<file path="config.mk">
export PLATFORM = sky130hd
export DESIGN_NAME = sorted_set_table
export DESIGN_NICKNAME = d
export VERILOG_FILES = /design/src/hw/rtl/sst_pkg.sv /design/src/hw/rtl/sst_key_ram.sv /design/src/hw/rtl/sst_ctrl.sv /design/src/hw/rtl/sorted_set_table.sv
export SDC_FILE = /design/constraint.sdc
export NUM_CORES = 1
export LEC_CHECK = 0
export ABC_AREA = 0
export BUFFER_PORTS_ARGS = -buffer_cell sky130_fd_sc_hd__buf_2
export CORE_ASPECT_RATIO = 0.8
export CORE_MARGIN = 2
export CORE_UTILIZATION = 55
export CTS_BUF_LIST = sky130_fd_sc_hd__clkbuf_2
export DETAILED_ROUTE_END_ITERATION = 12
export GPL_TIMING_DRIVEN = 1
export PLACE_DENSITY = 0.8
export SYNTH_ARGS = -nofsm -noshare
export SYNTH_HDL_FRONTEND = slang
export SYNTH_SLANG_ARGS = --single-unit
</file>
<file path="constraint.sdc">
create_clock -name aclk -period 9.9 [get_ports aclk]
set_clock_uncertainty 0.1 [all_clocks]
set_input_delay 2.475 -clock aclk [delete_from_list [all_inputs] [get_ports aclk]]
set_output_delay 2.475 -clock aclk [all_outputs]
set_load 0.03 [all_outputs]
</file>
<file path="src/hw/rtl/sst_pkg.sv">
// ============================================================================
// sst_pkg
// Shared types and codes for the sorted set table: operation codes, result
// status codes and the packed result item.
// ============================================================================
package sst_pkg;

    // Operation codes carried in the input transaction
    localparam logic [1:0] OP_INSERT = 2'd0;
    localparam logic [1:0] OP_REMOVE = 2'd1;
    localparam logic [1:0] OP_LOOKUP = 2'd2;

    // Result status codes
    localparam logic [1:0] ST_DONE     = 2'd0;
    localparam logic [1:0] ST_NOT_DONE = 2'd1;
    localparam logic [1:0] ST_ERROR    = 2'd2;

    // Field widths fixed by the stream format
    localparam int OPCODE_W = 2;
    localparam int IN_KEY_W = 32;
    localparam int STATUS_W = 2;
    localparam int COUNT_W  = 5;

    // Result item, packed with status in the lowest bits
    typedef struct packed {
        logic [COUNT_W-1:0]  count;
        logic                member;
        logic [STATUS_W-1:0] status;
    } res_t;

endpackage

</file>
<file path="src/hw/rtl/sst_key_ram.sv">
// ============================================================================
// sst_key_ram
// Single write port, single read port key store with a registered read.
// ============================================================================
module sst_key_ram #(
    parameter int DEPTH = 16,
    parameter int WIDTH = 32,
    parameter int AW    = 4
) (
    input  logic             aclk,
    input  logic             we,
    input  logic [AW-1:0]    waddr,
    input  logic [WIDTH-1:0] wdata,
    input  logic [AW-1:0]    raddr,
    output logic [WIDTH-1:0] rdata
);

    logic [WIDTH-1:0] mem [DEPTH];
    logic [WIDTH-1:0] rdata_reg;

    // Write the addressed entry
    always_ff @(posedge aclk) begin
        if (we) begin
            mem[waddr] <= wdata;
        end
    end

    // Register the read data
    always_ff @(posedge aclk) begin
        rdata_reg <= mem[raddr];
    end

    assign rdata = rdata_reg;

endmodule

</file>
<file path="src/hw/rtl/sst_ctrl.sv">
// ============================================================================
// sst_ctrl
// Sequencer for the sorted set: scans the key store for the lower bound,
// shifts entries up or down to open or close a slot, writes the new key and
// keeps the key count.
// ============================================================================
module sst_ctrl #(
    parameter int CAPACITY  = 16,
    parameter int KEY_WIDTH = 32,
    parameter int AW        = 4,
    parameter int CW        = 5
) (
    input  logic                 aclk,
    input  logic                 aresetn,
    // Operation request
    input  logic                 in_valid,
    output logic                 in_ready,
    input  logic [1:0]           in_opcode,
    input  logic [KEY_WIDTH-1:0] in_key,
    // Result hand-off
    output logic                 res_valid,
    input  logic                 res_ready,
    output sst_pkg::res_t        res,
    // Key store port
    output logic                 ram_we,
    output logic [AW-1:0]        ram_waddr,
    output logic [KEY_WIDTH-1:0] ram_wdata,
    output logic [AW-1:0]        ram_raddr,
    input  logic [KEY_WIDTH-1:0] ram_rdata
);
    import sst_pkg::*;

    localparam logic [2:0] S_IDLE   = 3'd0;
    localparam logic [2:0] S_SCAN   = 3'd1;
    localparam logic [2:0] S_DECIDE = 3'd2;
    localparam logic [2:0] S_SHUP   = 3'd3;
    localparam logic [2:0] S_SHDN   = 3'd4;
    localparam logic [2:0] S_WRKEY  = 3'd5;
    localparam logic [2:0] S_RESULT = 3'd6;

    localparam logic [CW-1:0] CAP_C = CW'(CAPACITY);
    localparam logic [CW-1:0] ONE_C = CW'(1);

    logic [2:0]           state_reg, state_next;
    logic [1:0]           op_reg, op_next;
    logic [KEY_WIDTH-1:0] key_reg, key_next;
    logic [AW-1:0]        idx_reg, idx_next;
    logic [CW-1:0]        pos_reg, pos_next;
    logic                 found_reg, found_next;
    logic [CW-1:0]        count_reg, count_next;
    res_t                 res_reg, res_next;

    logic [CW-1:0]        idx_w;
    logic [CW-1:0]        idx_inc_w;

    assign idx_w     = CW'(idx_reg);
    assign idx_inc_w = idx_w + ONE_C;

    // Sequence one operation
    always_comb begin
        state_next = state_reg;
        op_next    = op_reg;
        key_next   = key_reg;
        idx_next   = idx_reg;
        pos_next   = pos_reg;
        found_next = found_reg;
        count_next = count_reg;
        res_next   = res_reg;
        ram_we     = 1'b0;
        ram_waddr  = '0;
        ram_wdata  = key_reg;
        ram_raddr  = '0;

        case (state_reg)
            S_IDLE: begin
                if (in_valid) begin
                    op_next  = in_opcode;
                    key_next = in_key;
                    idx_next = '0;
                    if (count_reg == '0) begin
                        pos_next   = '0;
                        found_next = 1'b0;
                        state_next = S_DECIDE;
                    end else begin
                        state_next = S_SCAN;
                    end
                end
            end

            // Walk up the store until an entry not below the key or the end of the held keys
            S_SCAN: begin
                if (ram_rdata >= key_reg) begin
                    pos_next   = idx_w;
                    found_next = (ram_rdata == key_reg);
                    state_next = S_DECIDE;
                end else if (idx_inc_w == count_reg) begin
                    pos_next   = count_reg;
                    found_next = 1'b0;
                    state_next = S_DECIDE;
                end else begin
                    idx_next   = idx_reg + AW'(1);
                    ram_raddr  = idx_reg + AW'(1);
                end
            end

            S_DECIDE: begin
                state_next = S_RESULT;
                case (op_reg)
                    OP_INSERT: begin
                        if (found_reg) begin
                            res_next.status = ST_NOT_DONE;
                            res_next.member = 1'b1;
                        end else if (count_reg == CAP_C) begin
                            res_next.status = ST_ERROR;
                            res_next.member = 1'b0;
                        end else if (pos_reg == count_reg) begin
                            state_next = S_WRKEY;
                        end else begin
                            // Start the upward shift from the top entry
                            idx_next   = AW'(count_reg - ONE_C);
                            ram_raddr  = AW'(count_reg - ONE_C);
                            state_next = S_SHUP;
                        end
                    end
                    OP_REMOVE: begin
                        res_next.member = 1'b0;
                        if (count_reg == '0) begin
                            res_next.status = ST_ERROR;
                        end else if (!found_reg) begin
                            res_next.status = ST_NOT_DONE;
                        end else if (pos_reg + ONE_C == count_reg) begin
                            res_next.status = ST_DONE;
                            count_next      = count_reg - ONE_C;
                        end else begin
                            // Start the downward shift just above the gap
                            idx_next   = AW'(pos_reg + ONE_C);
                            ram_raddr  = AW'(pos_reg + ONE_C);
                            state_next = S_SHDN;
                        end
                    end
                    OP_LOOKUP: begin
                        res_next.status = found_reg ? ST_DONE : ST_NOT_DONE;
                        res_next.member = found_reg;
                    end
                    default: begin
                        res_next.status = ST_ERROR;
                        res_next.member = found_reg;
                    end
                endcase
            end

            // Move each entry from pos up by one, highest first
            S_SHUP: begin
                ram_we    = 1'b1;
                ram_waddr = idx_reg + AW'(1);
                ram_wdata = ram_rdata;
                if (idx_w == pos_reg) begin
                    state_next = S_WRKEY;
                end else begin
                    idx_next  = idx_reg - AW'(1);
                    ram_raddr = idx_reg - AW'(1);
                end
            end

            // Move each entry above the gap down by one
            S_SHDN: begin
                ram_we    = 1'b1;
                ram_waddr = idx_reg - AW'(1);
                ram_wdata = ram_rdata;
                if (idx_inc_w == count_reg) begin
                    count_next      = count_reg - ONE_C;
                    res_next.status = ST_DONE;
                    res_next.member = 1'b0;
                    state_next      = S_RESULT;
                end else begin
                    idx_next  = idx_reg + AW'(1);
                    ram_raddr = idx_reg + AW'(1);
                end
            end

            // Drop the new key into the opened slot
            S_WRKEY: begin
                ram_we          = 1'b1;
                ram_waddr       = AW'(pos_reg);
                ram_wdata       = key_reg;
                count_next      = count_reg + ONE_C;
                res_next.status = ST_DONE;
                res_next.member = 1'b1;
                state_next      = S_RESULT;
            end

            S_RESULT: begin
                if (res_ready) begin
                    state_next = S_IDLE;
                end
            end

            default: begin
                state_next = S_IDLE;
            end
        endcase

        res_next.count = COUNT_W'(count_next);
    end

    // Control state
    always_ff @(posedge aclk) begin
        if (!aresetn) begin
            state_reg <= S_IDLE;
            count_reg <= '0;
        end else begin
            state_reg <= state_next;
            count_reg <= count_next;
        end
    end

    // Operation payload
    always_ff @(posedge aclk) begin
        op_reg    <= op_next;
        key_reg   <= key_next;
        idx_reg   <= idx_next;
        pos_reg   <= pos_next;
        found_reg <= found_next;
        res_reg   <= res_next;
    end

    assign in_ready  = (state_reg == S_IDLE);
    assign res_valid = (state_reg == S_RESULT);
    assign res       = res_reg;

endmodule

</file>
<file path="src/hw/rtl/sorted_set_table.sv">
// Timing: scan and shift move one entry per cycle; one transaction is handled
//   at a time, and the next input is taken in the cycle after the result moves
//   to the output register.
// Reset: aresetn low on a clock edge empties the set and drops any result;
//   the key store itself is not cleared and needs no clearing pass.
// ============================================================================
// sorted_set_table
// Ordered set of distinct keys held in a synchronous key store, with insert,
// remove and lookup, one result transaction per input transaction.
// ============================================================================
module sorted_set_table #(
    parameter int CAPACITY  = 16,
    parameter int KEY_WIDTH = 32
) (
    input  logic        aclk,
    input  logic        aresetn,
    input  logic        s_axis_tvalid,
    output logic        s_axis_tready,
    input  logic [39:0] s_axis_tdata,   // opcode[1:0], key[33:2], zero pad
    output logic        m_axis_tvalid,
    input  logic        m_axis_tready,
    output logic [7:0]  m_axis_tdata    // status[1:0], member[2], count[7:3]
);
    import sst_pkg::*;

    localparam int AW = $clog2(CAPACITY);
    localparam int CW = $clog2(CAPACITY + 1);

    logic [KEY_WIDTH-1:0] key_w;
    logic                 res_valid;
    logic                 res_ready;
    res_t                 res;
    logic                 ram_we;
    logic [AW-1:0]        ram_waddr;
    logic [KEY_WIDTH-1:0] ram_wdata;
    logic [AW-1:0]        ram_raddr;
    logic [KEY_WIDTH-1:0] ram_rdata;
    logic                 out_valid_reg;
    res_t                 out_reg;

    // Keep the used key bits
    assign key_w = KEY_WIDTH'(s_axis_tdata[OPCODE_W +: IN_KEY_W]);

    sst_ctrl #(
        .CAPACITY  (CAPACITY),
        .KEY_WIDTH (KEY_WIDTH),
        .AW        (AW),
        .CW        (CW)
    ) u_ctrl (
        .aclk      (aclk),
        .aresetn   (aresetn),
        .in_valid  (s_axis_tvalid),
        .in_ready  (s_axis_tready),
        .in_opcode (s_axis_tdata[OPCODE_W-1:0]),
        .in_key    (key_w),
        .res_valid (res_valid),
        .res_ready (res_ready),
        .res       (res),
        .ram_we    (ram_we),
        .ram_waddr (ram_waddr),
        .ram_wdata (ram_wdata),
        .ram_raddr (ram_raddr),
        .ram_rdata (ram_rdata)
    );

    sst_key_ram #(
        .DEPTH (CAPACITY),
        .WIDTH (KEY_WIDTH),
        .AW    (AW)
    ) u_ram (
        .aclk  (aclk),
        .we    (ram_we),
        .waddr (ram_waddr),
        .wdata (ram_wdata),
        .raddr (ram_raddr),
        .rdata (ram_rdata)
    );

    // Take a result when the output slot is free or being drained
    assign res_ready = !out_valid_reg || m_axis_tready;

    // Hold the result transaction until the sink takes it
    always_ff @(posedge aclk) begin
        if (!aresetn) begin
            out_valid_reg <= 1'b0;
        end else if (res_ready) begin
            out_valid_reg <= res_valid;
        end
    end

    always_ff @(posedge aclk) begin
        if (res_ready && res_valid) begin
            out_reg <= res;
        end
    end

    assign m_axis_tvalid = out_valid_reg;
    assign m_axis_tdata  = out_reg;

endmodule
</file>
* Yosys cells after proc, flatten, opt, wreduce, memory -nomap -nowiden
Memory sizes are Yosys's and may differ from the RTL's. A register that Yosys moved wholly into a read port is not among the register bits.
Index checks and enable logic that the tools add are counted.
W data, S select, Z words.
** Operators by class
- Add/subtract/negate cells :: 6
- $mul :: 0
- Divide/modulo/power cells :: 0
- $lt $le $gt $ge :: 1
- Equality and inequality tests :: 31
- Shifts and indexed selects :: 0
- Mux-type cells :: 68
- Bitwise logic cells :: 0
- Reductions and logical operators :: 17
** Operators by type and width (number)
- $mux W4 :: 19
- $mux W5 :: 9
- $mux W3 :: 14
- $eq A32 B32 Y1 :: 1
- $ge A32 B32 Y1 :: 1
- $mux W32 :: 1
- $pmux W3 S7 :: 1
- $pmux W4 S5 :: 1
- $pmux W3 S3 :: 2
- $pmux W4 S2 :: 2
- $pmux W4 S4 :: 1
- $eq A5 B5 Y1 :: 3
- $ne A3 B3 Y1 const B :: 5
- $pmux W5 S3 :: 1
- $pmux W4 S3 :: 1
- $reduce_and A11 Y1 :: 1
- $add A5 B1 Y5 const B :: 2
- $mux W2 :: 5
- $pmux W5 S2 :: 1
- $eq A3 B3 Y1 const B :: 3
- $mux W1 :: 8
- $ne A2 B1 Y1 const B :: 4
- $reduce_and A4 Y1 :: 2
- $eq A3 B2 Y1 const B :: 2
- 30 further kinds :: 33
** Storage, ports and cells
- Register bits :: 69
- Latch bits :: 0
- RAM bits :: 512
- Bits in read-only memories :: 0
- Bits of input ports :: 44
- Logic and storage cells :: 138
- Memories :: 1
** Memories
- u_ram.mem :: depth 16, width 32, read ports 1, clocked after Yosys merged registers in 1, write ports 1, line sst_key_ram.sv:18 : logic [WIDTH-1:0] mem [DEPTH];

* Depth between registers and ports, before layout
- Depth in word-level cells :: 7
- Gate-level depth with buffers :: 15
- Gate-level depth less buffers :: 11

* Cells and area by module
Synthesis repeated with hierarchy kept, for this count alone.
** Second synthesis, totals
- Cells, all modules :: 1371
- Area total of the unflattened synthesis :: 24711.2 sq um
** By module, submodules not included
- sst_key_ram :: times used 1, cells each 838, area each 19835.3 sq um, seq. area each 16015.4 sq um
- sst_ctrl :: times used 1, cells each 520, area each 4578.1 sq um, seq. area each 1671.6 sq um
- sorted_set_table :: times used 1, cells each 13, area each 297.8 sq um, seq. area each 260.2 sq um

* Worst setup path before layout
Ideal clock, no wire load.
- Path kind :: reg2out
- Start :: reg u_ctrl.state_reg[0]
- End :: out s_axis_tready
- Arrival time :: 1.596 ns
- Required time :: 7.325 ns
- Slack :: 5.729 ns
- Stages on the path, launching flop included :: 5
- Buffers on the path :: 3
- Path through :: dfxtp_1 > buf_2 > buf_1 > clkbuf_1 > nor3_1
** On the way
- Longest elaborated chain between the ends :: 1
** RTL lines
- start: declaration :: line sst_ctrl.sv:44 : logic [2:0] state_reg, state_next;
- start signal: assignment :: line sst_ctrl.sv:212 : state_reg <= state_next;
- $logic_not A3 Y1 :: line sst_ctrl.sv:227 : assign in_ready = (state_reg == S_IDLE);
- end: declaration :: line sorted_set_table.sv:18 : output logic s_axis_tready,
No other way between the ends.

* Final worst setup path
- Start :: reg u_ctrl.key_reg[31]
- End :: reg u_ram.rdata_reg[0], in the netlist u_ram.rdata[0] (read register of u_ram.mem)
** On the way
- Longest elaborated chain between the ends :: 3
** RTL lines
- start: declaration :: line sst_ctrl.sv:46 : logic [KEY_WIDTH-1:0] key_reg, key_next;
- start signal: assignment :: line sst_ctrl.sv:220 : key_reg <= key_next;
- $ge A32 B32 Y1 :: line sst_ctrl.sv:92 : if (ram_rdata >= key_reg) begin
- $mux W4 :: line sst_ctrl.sv:92
- $pmux W4 S4 :: line sst_ctrl.sv:74 : case (state_reg)
- end: declaration :: line sst_key_ram.sv:19 : logic [WIDTH-1:0] rdata_reg;
No other way between the ends.
A chain may end at the register's enable or synchronous reset.

==> reports/summary.txt <==
run status: finished clean
xor/xnor share of the synthesized area: 1.22%
Max Fclk: 180 MHz
Die Height: 195 um
first-iteration detailed-routing DRC count: 1692
Netlist cell types: 69
via count of the first global-routing pass: 14300
largest net degree at the start of global routing: 152
Worst setup SP type: register
final-stage net count: 1780
first-pass iteration count of the detailed router: 6
clk_lat worst skew: 1120 ps
global placement routability congestion: 0.874
share of async-settable or async-resettable flops after synthesis: 0%
cell seen most often among critical-path stages: sky130_fd_sc_hd__buf_12
global-route wire length before repair: 84800 um
dominant register cell in the synthesized netlist: sky130_fd_sc_hd__edfxtp_1
RSZ-0062 raised after global routing: no
synthesized net count: 1644
endpoints failing hold: 0
clock tree from TritonCTS: done
Mean Syn Cell Area: 16.0 um2
total congestion overflow after global routing: 0
list of cells traversed by the critical path: inv_1 > ha_1 > nand4_1 > nor3_1 > nand2_1 > a31oi_1 > nor4_1 > nor3_2 > buf_12 > buf_12 > mux2i_1 > o22ai_1 > or4_1
Final period util: 56.2%
flop and latch count out of synthesis: 613
flip-flop count of the largest register after layout: 512
fraction of the mapped netlist area in compound gates: 6.35%
worst setup margin: 4330 ps
Placement Setup Slack: 4480 ps
Setup Total Neg Slack: 0 ps
fraction of the yosys area taken by sequential cells: 71.7%
worst slew margin relative to its limit: 20.5%
Lkg Pwr: 10.9 nW
classification of the worst setup path: reg2reg
Yosys Warn Count: 0
max capacitance violation total: 0
I/O Pins: 54
buffer depth of the longest clock path: 3
relative area change from synthesis to final layout: 9.11%
WL final: 56700 um
placed cell areas: 0.0259 mm2
vias: 14500
Hold-fix buffers, CTS: 0
netlist area before placement: 0.0250 mm2
final number of setup-violating endpoints: 0
actual transition at the worst max-transition pin: 1190 ps
endpoint required time on the critical path: 10700 ps
antenna violations before repair: 1
final routed DRC violation total: 0
design area: 0.0273 mm2
post-route antenna net violation count: 0
number of clock buffers inserted by TritonCTS: 145
Die Wd: 243 um
number of clock sinks: 613
min cycle time layout: 5570 ps
number of flops mapped to enable cells by yosys: 567
synthesized instance count: 1562
number of port buffers: 47
number of buffers inserted by post-CTS setup repair: 0
combined global-route utilization of all metal layers: 23.9%
die footprint: 0.0473 mm2
Avg WL per Cell: 23.5 um
cts repair resizes: 0
proportion of synthesized area in mux cells: 11.7%
PD cells: 299 mW/mm2
per-cell via count in the routed design: 6.02
fraction of the mapped netlist area in simple logic gates: 4.55%
clock-pin transition on the worst setup and hold timing paths: 110 ps
worst stage delay on the critical path: 710 ps
clock root buffer: sky130_fd_sc_hd__clkbuf_2
number of pins exceeding their max-slew limit in the final report: 0
endpoint kind of the worst setup timing path: register
standard-cell rows: 69
effective utilization at floorplan: 56.1%
fraction of final layout cells sized beyond drive strength 1: 20.6%
largest fanout on the critical path: 151
Slowest cell on crit path: sky130_fd_sc_hd__buf_12
core area: 0.0446 mm2
dominant combinational cell family by area after synthesis: multiplexers
H-tree levels: 4
DPL Wire Length: 29500 um
kind of path behind the tightest hold check: reg2reg
Max rail drop VDD: 0.294 mV
number of buffers and inverters on the critical path: 3
data arrival at the endpoint of the critical path: 6370 ps
synthesized-area fraction occupied by adder cells: 1.90%
Worst path top cell family by delay: simple AND/OR/NAND/NOR gates
==> stage by stage <==
| step | hold slack (ps) | utilization, % | std cells | power, mW |
|---|---|---|---|---|
| 3_3_place_gp | 287 | 58.0 | 2154 | 6.37 |
| 4_1_cts | 303 | 61.2 | 2415 | 8.16 |
| 5_1_grt | 320 | 61.2 | 2417 | 8.57 |
| 3_5_place_dp | 291 | 58.0 | 2154 | 6.47 |
| 2_1_floorplan | 286 | - | 1562 | 5.75 |
| 6_report | 302 | 61.2 | 2417 | 8.15 |
==> where the power goes <==
group          total (mW)  internal (mW)  switching [mW]
registers            3.71           3.51           0.201
logic                2.74           1.01            1.73
clock network        1.70          0.719           0.978
==> final timing paths <==
kind,slack (ps),start,cells past startpoint,to
max,4330,u_ctrl.key_reg[31],13,u_ram.rdata[0]
min,300,u_ctrl.res[3],0,m_axis_tdata[3]
max reg2reg,4330,u_ctrl.key_reg[31],13,u_ram.rdata[0]
min reg2reg,300,u_ctrl.res[3],0,m_axis_tdata[3]
==> cell usage in the layout, fill, tap and decap left out, types with 30 or more instances in the layout <==
cell                       count
sky130_fd_sc_hd__o21ai_0      30
sky130_fd_sc_hd__mux2i_1     258
sky130_fd_sc_hd__mux2_2       31
sky130_fd_sc_hd__or4_1        34
sky130_fd_sc_hd__nand2_1      62
sky130_fd_sc_hd__ha_1         38
sky130_fd_sc_hd__a21oi_1      32
sky130_fd_sc_hd__o22ai_1     131
sky130_fd_sc_hd__dfxtp_1      46
sky130_fd_sc_hd__buf_2        47
sky130_fd_sc_hd__clkbuf_2    217
sky130_fd_sc_hd__edfxtp_1    567
sky130_fd_sc_hd__inv_1        41
==> kinds of logic after synthesis <==
group,Yosys count
AO/OA/AOI/OAI,246
XOR/XNOR,31
adder cells (fa/ha/maj),38
buffers and inverters,125
flip-flops,613
multiplexers,289
AND/OR/NAND/NOR,220
==> synthesized netlist by cell type (all sizes together), types with 3 or more instances <==
cell,n,area [um2]
a21oi,32,160
a22oi,6,45.0
nand2,62,233
nand2b,3,18.8
edfxtp,567,17000
a221oi,5,50.0
a21o,4,30.0
nor2,45,169
a31oi,4,25.0
or4,35,267
and3,4,26.3
mux2i,258,2580
mux2,31,349
inv,41,154
or3,4,25.0
o21ai,32,160
a2bb2oi,3,26.3
nor2b,5,31.3
nor3,16,80.1
o22ai,131,820
xnor2,22,200
dfxtp,46,921
xor2,7,61.3
buf,66,424
nand4,6,37.5
o211ai,7,71.3
and2,7,43.8
clkbuf,17,63.8
nand3,22,120
ha,38,475
==> area by class of cell <==
type	count	area, um2
Tap cell	603	754
Clock inverter	44	330
Antenna cell	2	5.00
Multi-Input combinational cell	824	6590
Fill cell	3305	17300
Inverter	42	159
Sequential cell	613	17900
Timing Repair Buffer	72	448
Clock buffer	217	1090
==> per-layer routing <==
metal  routed length, um  track usage [%]  share of wire, %
met2               26200             36.2                46
met1               24100             34.3                43
met4                1070             7.93               1.9
met3                5240             5.87               9.3
met5                   0                0                 0
Note: power is estimated with default switching activity, not from simulation.
